`src/hdl/hdmp_ram.sv`:
```
// ----------------------------------------------------------------------------
// hdmp_ram: generic simple dual-port RAM
// One write port, one read port with registered read data.
// ----------------------------------------------------------------------------
module hdmp_ram #(
    parameter int WIDTH = 8,
    parameter int DEPTH = 16
) (
    input  logic                     i_clk,
    input  logic                     i_we,
    input  logic [$clog2(DEPTH)-1:0] i_waddr,
    input  logic [WIDTH-1:0]         i_wdata,
    input  logic [$clog2(DEPTH)-1:0] i_raddr,
    output logic [WIDTH-1:0]         o_rdata
);

    logic [WIDTH-1:0] r_mem [DEPTH];
    logic [WIDTH-1:0] r_rdata;

    always_ff @(posedge i_clk) begin
        if (i_we) begin
            r_mem[i_waddr] <= i_wdata;
        end
        r_rdata <= r_mem[i_raddr];
    end

    assign o_rdata = r_rdata;

endmodule

```
`config.mk`:
```
export PLATFORM = sky130hd
export DESIGN_NAME = hdmp_ram
export DESIGN_NICKNAME = d
export VERILOG_FILES = /design/src/hdl/hdmp_ram.sv
export SDC_FILE = /design/constraint.sdc
export NUM_CORES = 1
export LEC_CHECK = 0
export ABC_AREA = 1
export BUFFER_PORTS_ARGS = -buffer_cell sky130_fd_sc_hd__buf_2
export CORE_MARGIN = 4
export CORE_UTILIZATION = 44
export DETAILED_ROUTE_END_ITERATION = 8
export GPL_TIMING_DRIVEN = 1
export SYNTH_ARGS = -nofsm -noshare
export SYNTH_HDL_FRONTEND = slang
export SYNTH_SLANG_ARGS = --single-unit
```
`constraint.sdc`:
```
create_clock -name i_clk -period 1.4 [get_ports i_clk]
set_clock_uncertainty 0.2 [all_clocks]
set_input_delay 0.07 -clock i_clk [delete_from_list [all_inputs] [get_ports i_clk]]
set_output_delay 0.07 -clock i_clk [all_outputs]
set_load 0.02 [all_outputs]
```
==> results.sh <==
export IMPL_status="finished, final reports clean"
export IMPL_ys_top_cells_by_area="edfxtp_1 67%, nand2_1 11%, nand3_1 8.4%"
export IMPL_switching_share=0.211
export IMPL_rsz0062_at_grt="false"
export IMPL_gr_total_overflow=0
export IMPL_fill_cells=1146
export IMPL_power_per_cell_area_nw_per_um2=1390
export IMPL_start_kind="input pin"
export IMPL_required_ns=1.51
export IMPL_place_hpwl_mm=7.82
export IMPL_vias=3879
export IMPL_diodes=0
export IMPL_crit_path_end_kind="register"
export IMPL_viasPerCell=4.90
export IMPL_synth_edf_count=128
export IMPL_yosys_area_top_type="edfxtp_1"
export IMPL_clock_sinks=136
export IMPL_synth_top_area_share=0.667
export IMPL_synth_area_um2=5770
export IMPL_tritoncts="yes"
export IMPL_routedWlPerCell_um=16.3
export IMPL_wirelength_mm=12.9
export IMPL_grt_pass1_vias=3731
export IMPL_drt_iter0_drc=277
export IMPL_htreeDepth=4
export IMPL_p_int_uw=7520
export IMPL_yosys_warnings=0
export IMPL_cts_resized_gates=0
export IMPL_start_util=0.453
export IMPL_finalPower_uw=9520
export IMPL_core_um2=12700
export IMPL_portBuffers=25
export IMPL_drc=0
export IMPL_nNetsFinal=624
export IMPL_drt_pass1_iterations=4
export IMPL_finalSetupViolCount=0
export IMPL_yosysSeqAreaShare=0.694
export IMPL_crit_fanout=16
export IMPL_arrival_ns=1.42
export IMPL_place_congestion=0.805
export IMPL_fin_tns_setup_ns=0
export IMPL_io_pin_count=26
export IMPL_cts_buffer_depth=2
export IMPL_finalHoldViolCount=0
export IMPL_period_needed_ns=1.31
export IMPL_grt_usage=0.186
export IMPL_synth_cell_types=12
export IMPL_ir_drop_mv=0.783
export IMPL_grt_pass1_wl_mm=20.3
export IMPL_die_y_um=122
export IMPL_worst_skew_pair_late_latency_ns=0.42
export IMPL_pwr_share_comb=0.065
export IMPL_synth_common_cells="173 x nand2_1, 128 x edfxtp_1, 100 x inv_1"
export IMPL_synthCells=551
export IMPL_worstSetupPathType="in -> reg"
export IMPL_synth_area_per_cell_um2=10.5
export IMPL_path_clk_slew_ns=0.06
export IMPL_antenna_found_initial=0
export IMPL_finalMaxSlewViolations=0
export IMPL_max_freq_ghz=0.766
export IMPL_ys_seq_elements=136
export IMPL_synthArstFlopShare=0
export IMPL_p_sw_uw=2010
export IMPL_die_x_um=122
export IMPL_clockPowerShare=0.454
export IMPL_slew_headroom=0.773
export IMPL_yosysMostFrequentCell="nand2_1"
export IMPL_p_leak_uw=0.00299
export IMPL_layout_drive_gt1_share=0.124
export IMPL_pwr_share_seq=0.481
export IMPL_final_antenna_net_count=0
export IMPL_fp_dieArea_um2=15000
export IMPL_fp_row_count=41
export IMPL_fin_crit_sh=0.932
export IMPL_synth_ff_type="edfxtp_1"
export IMPL_tightest_slew_ns=0.340
export IMPL_cap_violations=0
export IMPL_cts_buffers=17
export IMPL_syn_num_nets=569
export IMPL_r2r_setup_slack_ns=0.20
export IMPL_cts_root_buffer="clkbuf_16"
export IMPL_area_growth_pct=19.2
export IMPL_worstHoldPathType="in -> reg"
export IMPL_grt_max_degree=65
## cells in the final DEF, fill, tap and decap left out, drive strengths merged
| cell | instances |
|---|---|
| dfxtp | 8 |
| nor2 | 17 |
| buf | 50 |
| edfxtp | 128 |
| nand3b | 2 |
| nand2 | 173 |
| clkinvlp | 1 |
| clkinv | 8 |
| clkbuf | 20 |
| inv | 102 |
| nand3 | 97 |
| bufinv | 3 |
| dlygate4sd3 | 10 |
## path summary, 6_finish.rpt
path / startpoint / to / depth (start not counted)
worst max-delay path: i_raddr[2] / o_rdata[4] / 7
worst min-delay path: i_raddr[1] / o_rdata[6] / 6
worst max register to register: r_mem[5][5] / o_rdata[5] / 6
worst min register to register: r_mem[2][0] / o_rdata[0] / 6
## routing by layer
layer	track usage	vias up	part of all wire
li1	-	1884	-
met1	0.251	1877	0.43
met2	0.291	101	0.49
met3	0.0424	17	0.062
met4	0.0812	0	0.016
met5	0	-	0
## state kept, by name, indices dropped and copies added, names as in the netlist
register and count:
r_mem 128, o_rdata 8
## stage by stage
step           hold WS [ns]  instance area [um^2]  cells   util  setup slack, ns
6_report             0.0742                  6870    791  0.540           0.0950
5_1_grt              0.0957                  6870    791  0.540           0.0381
4_1_cts              0.0469                  6870    791  0.540            0.108
3_5_place_dp          0.287                  6200    749  0.488           0.0724
3_3_place_gp          0.279                  6200    749  0.488           0.0745
2_1_floorplan       -0.0311                  5770    551      -            0.179
## final cells by class
type                    instances  area, um^2  share of cell area
multi-input cells             289        1210               0.177
inverters                     102         383              0.0557
clock buffers                  20         437              0.0635
well taps                     172         215              0.0313
flip-flops and latches        136        4000               0.583
repair buffers                 60         488              0.0710
clock inverters                12         133              0.0193
## worst max-delay path, stage by stage
cell           delay (ns)
dlygate4sd3_1        0.53
buf_2                0.18
inv_1                0.11
buf_12               0.16
nand3_1              0.14
nand3_1              0.15
nand2_1              0.06
## power by group through the flow
stage	registers (uW)	logic, uW	clock network [uW]
finish	4580	618	4320
global placement	4660	594	0
detailed placement	4660	603	0
global route	4590	690	4580
CTS	4580	627	4400
floorplan	4690	321	0
## cell families after synthesis
group / after synthesis / synth area share
flops: 136 / 0.694
buf+inv: 126 / 0.0952
simple gates: 289 / 0.210
## timing repair
action	CTS	global route
hold endpoints to repair	136	0
setup endpoints to repair	0	0
buffers inserted	0	0
hold buffers	10	0
Note: power is estimated with default switching activity, not from simulation.
