$ cat config.mk
export PLATFORM = sky130hd
export DESIGN_NAME = hdmp_max
export DESIGN_NICKNAME = d
export VERILOG_FILES = /design/src/hdl/hdmp_pkg.sv /design/src/hdl/hdmp_max.sv
export SDC_FILE = /design/constraint.sdc
export NUM_CORES = 1
export LEC_CHECK = 0
export ABC_AREA = 1
export BUFFER_PORTS_ARGS = -buffer_cell sky130_fd_sc_hd__buf_2
export CORE_AREA = 2 2 65 67
export CTS_CLUSTER_DIAMETER = 50
export DETAILED_ROUTE_END_ITERATION = 10
export DIE_AREA = 0 0 67 69
export MAX_ROUTING_LAYER = met4
export PLACE_DENSITY = 0.77
export SKIP_CTS_REPAIR_TIMING = 1
export SYNTH_ARGS = -nofsm -noshare
export SYNTH_HDL_FRONTEND = slang
export SYNTH_SLANG_ARGS = --single-unit
$ cat constraint.sdc
create_clock -name i_clk -period 2.55 [get_ports i_clk]
set_input_delay 0.51 -clock i_clk [delete_from_list [all_inputs] [get_ports i_clk]]
set_output_delay 0.51 -clock i_clk [all_outputs]
set_load 0.03 [all_outputs]
$ cat src/hdl/hdmp_pkg.sv
// ----------------------------------------------------------------------------
// hdmp_pkg: shared types and constants of the depth max pyramid
// Grid size, depth width, pyramid addressing and control records.
// ----------------------------------------------------------------------------
package hdmp_pkg;

    localparam int SIDE_LOG2  = 6;
    localparam int DEPTH_BITS = 24;
    localparam int COORD_W    = 6;
    localparam int SIDE       = 1 << SIDE_LOG2;
    localparam int PYR_TOTAL  = ((1 << (2 * (SIDE_LOG2 + 1))) - 1) / 3;
    localparam int ADDR_W     = $clog2(PYR_TOTAL);
    localparam int LVL_W      = $clog2(SIDE_LOG2 + 1);

    typedef logic [DEPTH_BITS-1:0] t_depth;
    typedef logic [COORD_W-1:0]    t_coord;
    typedef logic [SIDE_LOG2-1:0]  t_xy;
    typedef logic [ADDR_W-1:0]     t_addr;
    typedef logic [LVL_W-1:0]      t_lvl;

    localparam t_lvl  TOP_LVL  = t_lvl'(SIDE_LOG2);
    localparam t_addr CLR_LAST = t_addr'(PYR_TOTAL - 1);

    typedef enum logic [1:0] {
        KIND_WRITE = 2'd0,
        KIND_QUERY = 2'd1,
        KIND_CLEAR = 2'd2
    } t_kind;

    typedef enum logic [3:0] {
        S_CLR,
        S_IDLE,
        S_WPIX,
        S_WRD,
        S_WWB,
        S_QVISIT,
        S_QUP,
        S_QFIN,
        S_EMIT
    } t_state;

    typedef struct packed {
        t_kind  kind;
        t_coord x_low;
        t_coord x_high;
        t_coord y_low;
        t_coord y_high;
        t_depth depth;
    } t_item;

    typedef struct packed {
        logic   we;
        t_addr  waddr;
        t_depth wdata;
        t_addr  raddr;
    } t_ram_req;

    typedef struct packed {
        logic clear;
        logic take;
    } t_acc_ctl;

    typedef struct packed {
        logic load;
        logic err;
    } t_res_ctl;

    function automatic logic in_grid(input t_coord c);
        return int'(c) < SIDE;
    endfunction

    function automatic t_addr level_base(input t_lvl lvl);
        t_addr b;
        b = '0;
        for (int i = 0; i < SIDE_LOG2; i++) begin
            if (t_lvl'(i) < lvl) begin
                b = b + t_addr'(1 << (2 * (SIDE_LOG2 - i)));
            end
        end
        return b;
    endfunction

    function automatic t_addr node_addr(input t_lvl lvl, input t_xy nx, input t_xy ny);
        t_lvl sh;
        sh = TOP_LVL - lvl;
        return level_base(lvl) + (t_addr'(ny) << sh) + t_addr'(nx);
    endfunction

endpackage

$ cat src/hdl/hdmp_max.sv
// ----------------------------------------------------------------------------
// hdmp_max: shared running-maximum unit
// Folds RAM read data into an accumulator; clear restarts it at zero.
// ----------------------------------------------------------------------------
module hdmp_max import hdmp_pkg::*; (
    input  logic     i_clk,
    input  t_acc_ctl i_ctl,
    input  t_depth   i_data,
    output t_depth   o_acc,
    output t_depth   o_next
);

    t_depth r_acc;
    t_depth n_acc;

    always_comb begin
        n_acc = r_acc;
        if (i_ctl.take && (i_data > r_acc)) begin
            n_acc = i_data;
        end
    end

    always_ff @(posedge i_clk) begin
        if (i_ctl.clear) begin
            r_acc <= '0;
        end else begin
            r_acc <= n_acc;
        end
    end

    assign o_acc  = r_acc;
    assign o_next = n_acc;

endmodule

==> out/qor.yml <==
final_common_cell: "buf_2"
routedWlPerCell_um: 16.81
p_switching_uw: 998.5
path_cells: "inv_2 -> ha_4 -> nand2_4 -> nor2_4 -> nand3_2 -> nor2_2 -> buf_4 -> a21boi_4 -> buf_12 -> nand2_4 -> nand2_1 -> nand2_2 -> inv_2 -> buf_6"
dpl_worst_slack_ns: -0.1216
gp_congestion: 0.7861
fin_crit_ns: 2.824
ir_drop_uv: 402.6
whs_ns: 0.5797
p_int_uw: 1117
via_count: 2293
die_w_um: 67
nNetsFinal: 442
grt_pass1_vias: 1708
layout_common_cells: "buf_2 (50), inv_1 (41), inv_2 (39)"
critPathTopFamily: "simple AND/OR/NAND/NOR gates"
ys_seq_area_share_pct: 26.80
nFillCells: 213
r2r_setup_slack_ns: 0.35
postLayoutCellArea_mm2: 0.003374
critPathBufInv: 5
worstPathArrival_ns: 2.31
seq_area_um2: 506.7
tightest_slew_ns: 0.4901
core_mm2: 0.003914
pwr-share-seq_pct: 21.8
clock_path_buffers: 2
startpoint: "o_acc[23]$_SDFF_PP0_"
max_freq_mhz: 354.1
reg2reg_from: "o_acc[23]$_SDFF_PP0_"
setup.worst_path.class: "reg2out"
cp-endpoint: "o_next[18]"
port_buffers: 74
root_buffer: "clkbuf_8"
setup_slack_ns: -0.2743
grt_max_degree: 25
syn_nets: 339
synth_top_cell_area_share_pct: 26.80
clk-insertion-delay-late_ns: 0.28
diodes: 0
io_pins: 75
setup_viol: 24
syn_avg_cell_area_um2: 6.226
numCtsBuffers: 3
drv_cap: 0
outcome: "finished, violations left"
drtIter0Drc: 134
busiest_layer: "met2"
syn_area_mm2: 0.001793
clock-sinks: 24
synth_area_leader_cell: "dfxtp_1"
p_clk_share_pct: 11.6
r2r_end: "o_acc[21]$_SDFF_PP0_"
met1_usage_pct: 21.93
violations: "negative setup slack"
p_per_area_mw_per_mm2: 627.0
drv_slew: 0
min_period_over_period_pct: 110.8
postRouteAntennaNets: 0
ctsHtreeMaxLevel: 1
dieArea_mm2: 0.004623
multi_input_area_mm2: 0.001629
dp_hpwl_um: 3221
r2r_cells: 15
first_pass_iters: 5
cp.depth: 14
crit_fanout: 7
drc_errors: 0
rsz0062_at_grt: "true"
start_kind: "flip-flop"
cts_tree: "built"
grt_use_total_pct: 18.03
die_h_um: 69
rows: 23
slowest_delay_ns: 0.37
p_sw_share_pct: 47.19
ys_ff_latch: 24
final_layout_size_suffix_gt1_share_pct: 68.89
cp_data_required_time_ns: 2.04
clkSlewWorstSetupHoldPaths_ns: 0.10
slowest_stage: "dfxtp_2"
endpoint_kind: "primary output"
hold_violations: 0
p_leak_uw: 0.001768
syn_to_final_growth_pct: 88.21
synthTopCellsByArea: "dfxtp_1 (27%), ha_1 (17%), inv_1 (17%)"
slew_headroom_pct: 67.33
largest_reg_flops: 24
syn_inst: 288
yosysWarnings: 0
initial_core_util_pct: 45.81
grt_pass1_wl_um: 6789
viasPerCell: 5.223
place_area_mm2: 0.002281
gr-total-overflow: 0
tns_ns: -4.924
holdCritPathClass: "reg2reg"
routed_wl_um: 7379
comb_power_share_pct: 66.7
use_met2_pct: 31.24
synthDistinctLibCells: 18
grt_use_met3_pct: 1.794
skew_ns: 0.01483
antenna_found_initial: 0
## Yosys cell counts
library cell,instances
buf_2,4
ha_1,24
buf_6,2
nand3_4,1
clkbuf_1,2
nand2_1,77
nand2_4,1
nor2_2,2
inv_1,80
nor3_1,1
a21o_1,2
a21boi_2,1
dfxtp_1,24
nor2_1,29
a21oi_1,8
o21ai_0,1
nand3_1,28
and2_1,1
## worst register-to-register path, stage by stage (launching register included)
cell	delay, ns
dfxtp_2	0.37
inv_2	0.06
ha_4	0.29
nand2_4	0.06
nor2_4	0.11
nand3_2	0.09
nor2_2	0.16
buf_4	0.15
a21boi_4	0.07
buf_12	0.17
buf_12	0.15
nand3_4	0.07
nand2_2	0.07
buf_4	0.13
buf_4	0.12
nor2_1	0.09
## per-stage QoR
| stage | util [%] | std cells | power (µW) |
|---|---|---|---|
| finish | 86.22 | 439 | 2116 |
| CTS | 59.34 | 421 | 1511 |
| global placement | 58.28 | 418 | 1271 |
| floorplan | - | 288 | 1037 |
| detailed placement | 58.28 | 418 | 1281 |
| global route | 86.22 | 439 | 2212 |
## cells by family after synthesis
family,synth area share (%)
fa+ha+maj,16.75
compound gates,3.977
buf+inv,19.54
simple gates,32.94
flops,26.80
## area by class of cell
type                            instances  area share, %
Sequential cell                        24          15.02
Clock buffer                            3          1.224
Tap cell                               50          1.854
Multi-Input combinational cell        179          48.28
Timing Repair Buffer                  103          24.73
Inverter                               80          8.899
## power groups by stage
stage,combinational (µW),sequential (µW),clock [µW]
after floorplan,490,546,0
after global placement,820,451,0
after detailed placement,829,453,0
after CTS,832,444,235
after global routing,1490,465,257
final,1410,461,245
## per-layer routing
| metal | routed length, µm | vias to the layer above | part of all wire [%] |
|---|---|---|---|
| met5 | 0 | - | 0 |
| met4 | 367 | 0 | 5.0 |
| met3 | 428 | 41 | 5.8 |
| met2 | 3714 | 104 | 50 |
| met1 | 2868 | 1091 | 39 |
| li1 | - | 1057 | - |
## worst min-delay path by stage
stage / from / endpoint / depth (start not counted)
floorplan: i_ctl[1] / o_acc[11]$_SDFF_PP0_ / 1
global placement: o_acc[2]$_SDFF_PP0_ / o_acc[2]$_SDFF_PP0_ / 4
detailed placement: o_acc[3]$_SDFF_PP0_ / o_acc[3]$_SDFF_PP0_ / 4
CTS: o_acc[3]$_SDFF_PP0_ / o_acc[3]$_SDFF_PP0_ / 4
global route: o_acc[10]$_SDFF_PP0_ / o_acc[10]$_SDFF_PP0_ / 4
finish: o_acc[10]$_SDFF_PP0_ / o_acc[10]$_SDFF_PP0_ / 4
Note: power is estimated with default switching activity, not from simulation.
