## src/hdl/hdmp_pkg.sv

```systemverilog
// ----------------------------------------------------------------------------
// hdmp_pkg: shared types and constants of the depth max pyramid
// Grid size, depth width, pyramid addressing and control records.
// ----------------------------------------------------------------------------
package hdmp_pkg;

    localparam int SIDE_LOG2  = 6;
    localparam int DEPTH_BITS = 24;
    localparam int COORD_W    = 6;
    localparam int SIDE       = 1 << SIDE_LOG2;
    localparam int PYR_TOTAL  = ((1 << (2 * (SIDE_LOG2 + 1))) - 1) / 3;
    localparam int ADDR_W     = $clog2(PYR_TOTAL);
    localparam int LVL_W      = $clog2(SIDE_LOG2 + 1);

    typedef logic [DEPTH_BITS-1:0] t_depth;
    typedef logic [COORD_W-1:0]    t_coord;
    typedef logic [SIDE_LOG2-1:0]  t_xy;
    typedef logic [ADDR_W-1:0]     t_addr;
    typedef logic [LVL_W-1:0]      t_lvl;

    localparam t_lvl  TOP_LVL  = t_lvl'(SIDE_LOG2);
    localparam t_addr CLR_LAST = t_addr'(PYR_TOTAL - 1);

    typedef enum logic [1:0] {
        KIND_WRITE = 2'd0,
        KIND_QUERY = 2'd1,
        KIND_CLEAR = 2'd2
    } t_kind;

    typedef enum logic [3:0] {
        S_CLR,
        S_IDLE,
        S_WPIX,
        S_WRD,
        S_WWB,
        S_QVISIT,
        S_QUP,
        S_QFIN,
        S_EMIT
    } t_state;

    typedef struct packed {
        t_kind  kind;
        t_coord x_low;
        t_coord x_high;
        t_coord y_low;
        t_coord y_high;
        t_depth depth;
    } t_item;

    typedef struct packed {
        logic   we;
        t_addr  waddr;
        t_depth wdata;
        t_addr  raddr;
    } t_ram_req;

    typedef struct packed {
        logic clear;
        logic take;
    } t_acc_ctl;

    typedef struct packed {
        logic load;
        logic err;
    } t_res_ctl;

    function automatic logic in_grid(input t_coord c);
        return int'(c) < SIDE;
    endfunction

    function automatic t_addr level_base(input t_lvl lvl);
        t_addr b;
        b = '0;
        for (int i = 0; i < SIDE_LOG2; i++) begin
            if (t_lvl'(i) < lvl) begin
                b = b + t_addr'(1 << (2 * (SIDE_LOG2 - i)));
            end
        end
        return b;
    endfunction

    function automatic t_addr node_addr(input t_lvl lvl, input t_xy nx, input t_xy ny);
        t_lvl sh;
        sh = TOP_LVL - lvl;
        return level_base(lvl) + (t_addr'(ny) << sh) + t_addr'(nx);
    endfunction

endpackage

```

## src/hdl/hdmp_seq.sv

```systemverilog
// ----------------------------------------------------------------------------
// hdmp_seq: pyramid sequencer
// Steps pixel writes, ancestor rebuilds, quadtree query walks and clears.
// ----------------------------------------------------------------------------
module hdmp_seq import hdmp_pkg::*; (
    input  logic     i_clk,
    input  logic     i_rst_n,
    input  logic     i_valid,
    output logic     o_ready,
    input  t_item    i_item,
    input  t_depth   i_bg,
    input  t_depth   i_acc_next,
    input  logic     i_out_free,
    output t_ram_req o_ram,
    output t_acc_ctl o_acc_ctl,
    output t_res_ctl o_res
);

    t_state r_state, n_state;
    t_addr  r_cnt, n_cnt;
    t_lvl   r_lvl, n_lvl;
    logic [1:0] r_k, n_k;
    t_xy    r_nx, n_nx, r_ny, n_ny;
    t_xy    r_xl, n_xl, r_xh, n_xh, r_yl, n_yl, r_yh, n_yh;
    t_depth r_depth, n_depth;
    t_depth r_clr_data, n_clr_data;
    logic   r_err, n_err;
    logic   r_rd_pend;
    logic   rd_issue;

    logic   q_bad, w_ok;
    t_xy    x0, x1, y0, y1, lmask;
    logic   covered, overlap, visit_adv, at_root, last_child;
    t_xy    par_x, par_y, ch_x, ch_y;

    assign q_bad = (i_item.x_low > i_item.x_high) || (i_item.y_low > i_item.y_high)
                || !in_grid(i_item.x_high) || !in_grid(i_item.y_high);
    assign w_ok  = in_grid(i_item.x_low) && in_grid(i_item.y_low);

    assign lmask      = ~(t_xy'('1) << r_lvl);
    assign x0         = r_nx << r_lvl;
    assign x1         = x0 | lmask;
    assign y0         = r_ny << r_lvl;
    assign y1         = y0 | lmask;
    assign covered    = (r_xl <= x0) && (x1 <= r_xh) && (r_yl <= y0) && (y1 <= r_yh);
    assign overlap    = (x0 <= r_xh) && (r_xl <= x1) && (y0 <= r_yh) && (r_yl <= y1);
    assign visit_adv  = covered || !overlap || (r_lvl == '0);
    assign at_root    = (r_lvl == TOP_LVL);
    assign last_child = r_nx[0] & r_ny[0];

    assign par_x = r_xl >> r_lvl;
    assign par_y = r_yl >> r_lvl;
    assign ch_x  = (par_x << 1) | t_xy'(r_k[0]);
    assign ch_y  = (par_y << 1) | t_xy'(r_k[1]);

    // next state
    always_comb begin
        n_state = r_state;
        case (r_state)
            S_CLR: begin
                if (r_cnt == CLR_LAST) begin
                    n_state = S_IDLE;
                end
            end
            S_IDLE: begin
                if (i_valid) begin
                    case (i_item.kind)
                        KIND_WRITE: begin
                            if (w_ok) begin
                                n_state = S_WPIX;
                            end
                        end
                        KIND_QUERY: begin
                            n_state = q_bad ? S_EMIT : S_QVISIT;
                        end
                        KIND_CLEAR: begin
                            n_state = S_CLR;
                        end
                        default: begin
                            n_state = S_IDLE;
                        end
                    endcase
                end
            end
            S_WPIX: begin
                n_state = S_WRD;
            end
            S_WRD: begin
                if (r_k == 2'd3) begin
                    n_state = S_WWB;
                end
            end
            S_WWB: begin
                n_state = at_root ? S_IDLE : S_WRD;
            end
            S_QVISIT, S_QUP: begin
                if ((r_state == S_QUP) || visit_adv) begin
                    if (at_root) begin
                        n_state = S_QFIN;
                    end else if (last_child) begin
                        n_state = S_QUP;
                    end else begin
                        n_state = S_QVISIT;
                    end
                end
            end
            S_QFIN: begin
                n_state = S_EMIT;
            end
            S_EMIT: begin
                if (i_out_free) begin
                    n_state = S_IDLE;
                end
            end
            default: begin
                n_state = S_IDLE;
            end
        endcase
    end

    // outputs
    always_comb begin
        o_ready     = 1'b0;
        rd_issue    = 1'b0;
        o_ram.we    = 1'b0;
        o_ram.waddr = r_cnt;
        o_ram.wdata = r_clr_data;
        o_ram.raddr = node_addr(r_lvl, r_nx, r_ny);
        o_res.load  = 1'b0;
        o_res.err   = r_err;
        case (r_state)
            S_CLR: begin
                o_ram.we = 1'b1;
            end
            S_IDLE: begin
                o_ready = 1'b1;
            end
            S_WPIX: begin
                o_ram.we    = 1'b1;
                o_ram.waddr = node_addr('0, r_xl, r_yl);
                o_ram.wdata = r_depth;
            end
            S_WRD: begin
                o_ram.raddr = node_addr(r_lvl - t_lvl'(1), ch_x, ch_y);
                rd_issue    = 1'b1;
            end
            S_WWB: begin
                o_ram.we    = 1'b1;
                o_ram.waddr = node_addr(r_lvl, par_x, par_y);
                o_ram.wdata = i_acc_next;
            end
            S_QVISIT: begin
                rd_issue = covered;
            end
            S_EMIT: begin
                o_res.load = i_out_free;
            end
            default: begin
                o_ready = 1'b0;
            end
        endcase
        o_acc_ctl.take  = r_rd_pend;
        o_acc_ctl.clear = (r_state == S_IDLE) || (r_state == S_WWB);
    end

    // datapath
    always_comb begin
        n_cnt      = r_cnt;
        n_lvl      = r_lvl;
        n_k        = r_k;
        n_nx       = r_nx;
        n_ny       = r_ny;
        n_xl       = r_xl;
        n_xh       = r_xh;
        n_yl       = r_yl;
        n_yh       = r_yh;
        n_depth    = r_depth;
        n_clr_data = r_clr_data;
        n_err      = r_err;
        case (r_state)
            S_CLR: begin
                n_cnt = r_cnt + t_addr'(1);
            end
            S_IDLE: begin
                if (i_valid) begin
                    n_xl       = t_xy'(i_item.x_low);
                    n_xh       = t_xy'(i_item.x_high);
                    n_yl       = t_xy'(i_item.y_low);
                    n_yh       = t_xy'(i_item.y_high);
                    n_depth    = i_item.depth;
                    n_err      = q_bad;
                    n_lvl      = TOP_LVL;
                    n_nx       = '0;
                    n_ny       = '0;
                    n_cnt      = '0;
                    n_clr_data = i_bg;
                end
            end
            S_WPIX: begin
                n_lvl = t_lvl'(1);
                n_k   = '0;
            end
            S_WRD: begin
                n_k = r_k + 2'd1;
            end
            S_WWB: begin
                n_k = '0;
                if (!at_root) begin
                    n_lvl = r_lvl + t_lvl'(1);
                end
            end
            S_QVISIT, S_QUP: begin
                if ((r_state == S_QVISIT) && !visit_adv) begin
                    n_lvl = r_lvl - t_lvl'(1);
                    n_nx  = r_nx << 1;
                    n_ny  = r_ny << 1;
                end else if (!at_root) begin
                    if (last_child) begin
                        n_lvl = r_lvl + t_lvl'(1);
                        n_nx  = r_nx >> 1;
                        n_ny  = r_ny >> 1;
                    end else if (!r_nx[0]) begin
                        n_nx[0] = 1'b1;
                    end else begin
                        n_nx[0] = 1'b0;
                        n_ny[0] = 1'b1;
                    end
                end
            end
            default: begin
                n_k = r_k;
            end
        endcase
    end

    always_ff @(posedge i_clk) begin
        if (!i_rst_n) begin
            r_state    <= S_CLR;
            r_cnt      <= '0;
            r_clr_data <= '1;
            r_rd_pend  <= 1'b0;
        end else begin
            r_state    <= n_state;
            r_cnt      <= n_cnt;
            r_clr_data <= n_clr_data;
            r_rd_pend  <= rd_issue;
        end
    end

    always_ff @(posedge i_clk) begin
        r_lvl   <= n_lvl;
        r_k     <= n_k;
        r_nx    <= n_nx;
        r_ny    <= n_ny;
        r_xl    <= n_xl;
        r_xh    <= n_xh;
        r_yl    <= n_yl;
        r_yh    <= n_yh;
        r_depth <= n_depth;
        r_err   <= n_err;
    end

`ifndef SYNTH
    a_pend_src: assert property (@(posedge i_clk) disable iff (!i_rst_n)
        r_rd_pend |-> ($past(r_state) == S_WRD || $past(r_state) == S_QVISIT))
        else $error("read data arrived without a read issued");
    a_emit_drained: assert property (@(posedge i_clk) disable iff (!i_rst_n)
        (r_state == S_EMIT) |-> !r_rd_pend)
        else $error("result emitted with a read still in flight");
    a_wb_data: assert property (@(posedge i_clk) disable iff (!i_rst_n)
        (r_state == S_WWB) |-> (r_rd_pend && $past(r_k) == 2'd3))
        else $error("parent written before fourth child read");
    a_lvl_range: assert property (@(posedge i_clk) disable iff (!i_rst_n)
        (r_state == S_QVISIT || r_state == S_QUP || r_state == S_WRD) |-> (r_lvl <= TOP_LVL))
        else $error("level out of range");
`endif

endmodule

```

## config.mk

```make
export PLATFORM = sky130hd
export DESIGN_NAME = hdmp_seq
export DESIGN_NICKNAME = d
export VERILOG_FILES = /design/src/hdl/hdmp_pkg.sv /design/src/hdl/hdmp_seq.sv
export SDC_FILE = /design/constraint.sdc
export NUM_CORES = 1
export LEC_CHECK = 0
export BUFFER_PORTS_ARGS = -buffer_cell sky130_fd_sc_hd__buf_4
export CAP_MARGIN = 5
export CORE_MARGIN = 10
export CORE_UTILIZATION = 33
export DETAILED_ROUTE_END_ITERATION = 16
export GPL_TIMING_DRIVEN = 0
export SETUP_SLACK_MARGIN = 0.5
export SLEW_MARGIN = 0
export SYNTH_ARGS = -nofsm -noshare
export SYNTH_HDL_FRONTEND = slang
export SYNTH_SLANG_ARGS = --single-unit
```

## constraint.sdc

```tcl
create_clock -name i_clk -period 5.1 [get_ports i_clk]
set_input_delay 0.255 -clock i_clk [delete_from_list [all_inputs] [get_ports i_clk]]
set_output_delay 0.255 -clock i_clk [all_outputs]
set_load 0.02 [all_outputs]
```

==> results.py <==
metrics = {
    "yosys": {
        "synth_warnings": 0,
        "synth_fa_ha_area_frac": 0.176,
        "synthArstFlopShare": 0,
        "synthesis.area_sq_um": 9350,
        "synth_xor_area_frac": 0.0337,
        "seq_area_frac_synth": 0.302,
        "netlist_instances": 1141,
        "synth_edf_count": 66,
        "synth-seq-cells": 108,
        "yosys.area_share.simple": 0.218,
        "synth_nets": 1370,
        "synth_area_per_cell_sq_um": 8.19,
        "synth_cell_types": 77,
        "synth_compound_area_frac": 0.169,
        "muxShareOfSynthArea": 0.0402,
        "synth_ff_type": "edfxtp_1",
        "synth_top_family_by_area": "simple AND/OR/NAND/NOR gates",
    },
    "critical_path": {
        "crit_cells": 16,
        "critical_path_class": "flip-flop to output pin",
        "cp.buffers_inverters": 1,
        "slowest_delay_ns": 0.55,
        "crit_end": "o_ram[49]",
        "r2r_slack_ns": 0.57,
        "path_max_fanout": 3,
        "critPathLaunchType": "flip-flop",
        "r2r-end": "r_nx[3]",
        "cp.arrival_ns": 4.48,
        "cp_cell_sequence": "mux4_2 > a21oi_4 > nor2_2 > a21o_1 > o21ai_4 > nor2_2 > fa_1 > ha_1 > a21oi_2 > o21bai_1 > or4_4 > a21oi_2 > o21bai_1 > xnor2_1 > a22o_1 > buf_6",
        "cp_top_family": "compound AO/OA/AOI/OAI gates",
        "worstReg2RegStart": "r_lvl[0]",
        "reg2reg_depth": 16,
        "critPathSlowestCell": "mux4_2",
        "crit_start": "r_yl[0]",
        "cp-end-kind": "output pin",
        "cp.required_ns": 4.85,
    },
    "layout": {
        "fin_area_sq_um": 12300,
        "instances_no_fill": 1739,
        "syn_to_final_growth_pct": 31.2,
        "mostFrequentLayoutCell": "nand2_1",
        "post-route-util": 0.440,
        "antenna_cells": 0,
        "drive_gt1_frac": 0.256,
        "final_cell_mix": "nand2_1 (217), buf_4 (201), ha_1 (111)",
        "nets": 1585,
    },
    "clock_network": {
        "clockBufferDepth": 2,
        "htree_levels": 3,
        "numClockSinks": 108,
        "root_buffer": "clkbuf_16",
        "clk_pin_slew_ns": 0.09,
        "clk_latency_ns": 0.37,
        "numCtsBuffers": 9,
        "cts_tree": "built",
    },
    "drt": {
        "num_vias": 9170,
        "detail-route-antenna-nets": 0,
        "drc": 0,
        "routed_via_density": 5.27,
        "drt_iter0_drc": 613,
        "wl_per_cell_microns": 18.8,
        "firstDrtPassIters": 5,
        "wirelength_mm": 32.6,
    },
    "global_routing": {
        "grt_util_all_layers": 0.177,
        "grt_pass1_vias": 9234,
        "gr-usage-met1": 0.221,
        "grt_pass1_wl_mm": 50.8,
        "met3_usage": 0.0489,
        "grt_start_max_net_pins": 39,
        "grtUsageMet2": 0.289,
        "grt_overflow": 0,
        "grt_busiest_layer": "met2",
        "antenna_found_initial": 0,
    },
    "job": {
        "maxCapViolCount": 0,
    },
    "hold_path": {
        "min_from": "i_item[9]",
        "min_path_type": "input port to flip-flop",
    },
    "timing": {
        "min_period_over_period": 0.928,
        "fin_skew_ns": 0.0102,
        "timing.fmax_mhz": 211,
        "rsz0062_at_grt": "true",
        "timing.setup.tns_ns": 0,
        "worst_pin_slew_ns": 0.912,
        "finalSetupViolCount": 0,
        "hold_viol_final": 0,
        "min_period_ns": 4.73,
        "slew_headroom": 0.386,
        "drv_slew": 0,
        "timing.hold.ws_ns": 0.0507,
        "setup_slack_ns": 0.367,
    },
    "floorplanning": {
        "io_pins": 158,
        "die_h_microns": 188,
        "rows": 61,
        "dieArea_sq_um": 35400,
        "core_region_area_sq_um": 27900,
        "die_x_microns": 188,
        "start_util": 0.335,
    },
    "pwr": {
        "sw_frac_of_total": 0.246,
        "power.total_mw": 1.78,
        "leakage_nw": 5.58,
        "p_per_area_nw_per_um2": 145,
        "p_int_mw": 1.34,
        "vdd_drop_max_mv": 0.182,
        "power_frac_comb": 0.062,
        "p_seq_frac": 0.520,
        "pwr-share-clk": 0.418,
        "p_switching_uw": 438,
    },
    "place": {
        "dpl_cell_area_sq_um": 11100,
        "place_ws_ns": -0.578,
        "hpwlAfterDp_mm": 25.5,
        "place_inst": 1676,
        "gp_congestion": 0.977,
        "port_buffers": 156,
    },
    "outcome": {
        "status": "completed",
    },
}
==> registers in the layout, indices dropped and copies added, names as in the netlist <==
name	flops
r_err	1
r_depth	24
r_xl	6
r_k	2
r_state	4
r_lvl	3
r_yh	6
r_nx	6
r_clr_data	24
r_ny	6
r_rd_pend	1
r_xh	6
r_yl	6
r_cnt	13
==> worst reg2reg max path: cells and delay by family, from the launching register on <==
kind                     cells  cell delay [ns]
flip-flops                   1             0.40
adder cells (fa/ha/maj)      1             0.30
buffers and inverters        4             0.82
AND/OR/NAND/NOR              4             1.13
AO/OA/AOI/OAI                6             1.13
multiplexers                 1             0.43
==> routing by layer <==
layer | wire [microns] | up-vias
met3 | 2570 | 60
met5 | 0 | -
met4 | 774 | 0
met2 | 14900 | 331
li1 | - | 4466
met1 | 14400 | 4313
==> worst min-delay path by stage <==
stage	to	slack [ns]	cells after the start
after detailed placement	r_depth[13]	0.43	1
after floorplan	r_depth[0]	0.35	0
after global placement	r_depth[9]	0.43	1
after global routing	r_depth[11]	0.04	1
final	r_depth[9]	0.05	1
after CTS	r_depth[14]	0.04	1
==> kinds of logic after synthesis <==
group                      after synthesis
muxes                                   33
and+or+nand+nor                        453
adders and majority gates              127
buffers and inverters                  143
xor gates and xnor gates                36
DFF                                    108
AOI/OAI and AO/OA                      241
==> power by group through the flow <==
stage / clock, mW / combinational [mW] / sequential [mW]
finish: 0.746 / 0.110 / 0.927
global route: 0.795 / 0.121 / 0.927
CTS: 0.762 / 0.111 / 0.926
detailed placement: 0 / 0.111 / 0.947
global placement: 0 / 0.108 / 0.946
floorplan: 0 / 0.0315 / 0.946
==> area by class of cell <==
cell class	count	area (sq um)
Buffer	56	347
Clock buffer	9	225
Clock inverter	7	86.3
Fill cell	2775	15600
Inverter	87	350
Multi-Input combinational cell	890	6400
Sequential cell	108	2820
Tap cell	378	473
Timing Repair Buffer	204	1560
==> synth_stat cells, types with 4 or more instances <==
library cell  instances  share of area
ha_1                119           0.16
nand3_1              57          0.031
mux2i_1              24          0.026
nand4_1               8         0.0054
dfxtp_1              42          0.090
nor2_1               88          0.035
o21bai_1              6         0.0048
o32ai_1               7         0.0066
fa_1                  8          0.017
clkbuf_1             38          0.015
inv_1                81          0.033
nor2b_1              11         0.0074
xor2_1               21          0.020
nand3b_1              4         0.0032
o31ai_1               6         0.0048
edfxtp_1             66           0.21
buf_1                 5         0.0020
nand2b_1             13         0.0087
a31oi_1               8         0.0054
a22oi_1              37          0.030
o21ai_0              37          0.020
xnor2_1              15          0.014
a21o_1               11         0.0088
a21oi_1              65          0.035
and2_1                6         0.0040
o22ai_1              10         0.0067
nand2_1             219          0.088
o21ai_1               6         0.0032
nor3_1               15         0.0080
buf_2                10         0.0054
and3_1                8         0.0054
mux2_2                6         0.0072
a211oi_1             10         0.0080
a21boi_0              7         0.0056
==> timing repair <==
item / CTS / global route
hold endpoints to repair: 0 / 0
hold buffers: 0 / 0
buffers inserted: 25 / 21
pin swaps: 21 / 34
cloned: 0 / 1
setup endpoints to repair: 53 / 27
resized for setup: 83 / 62
Note: power is estimated with default switching activity, not from simulation.
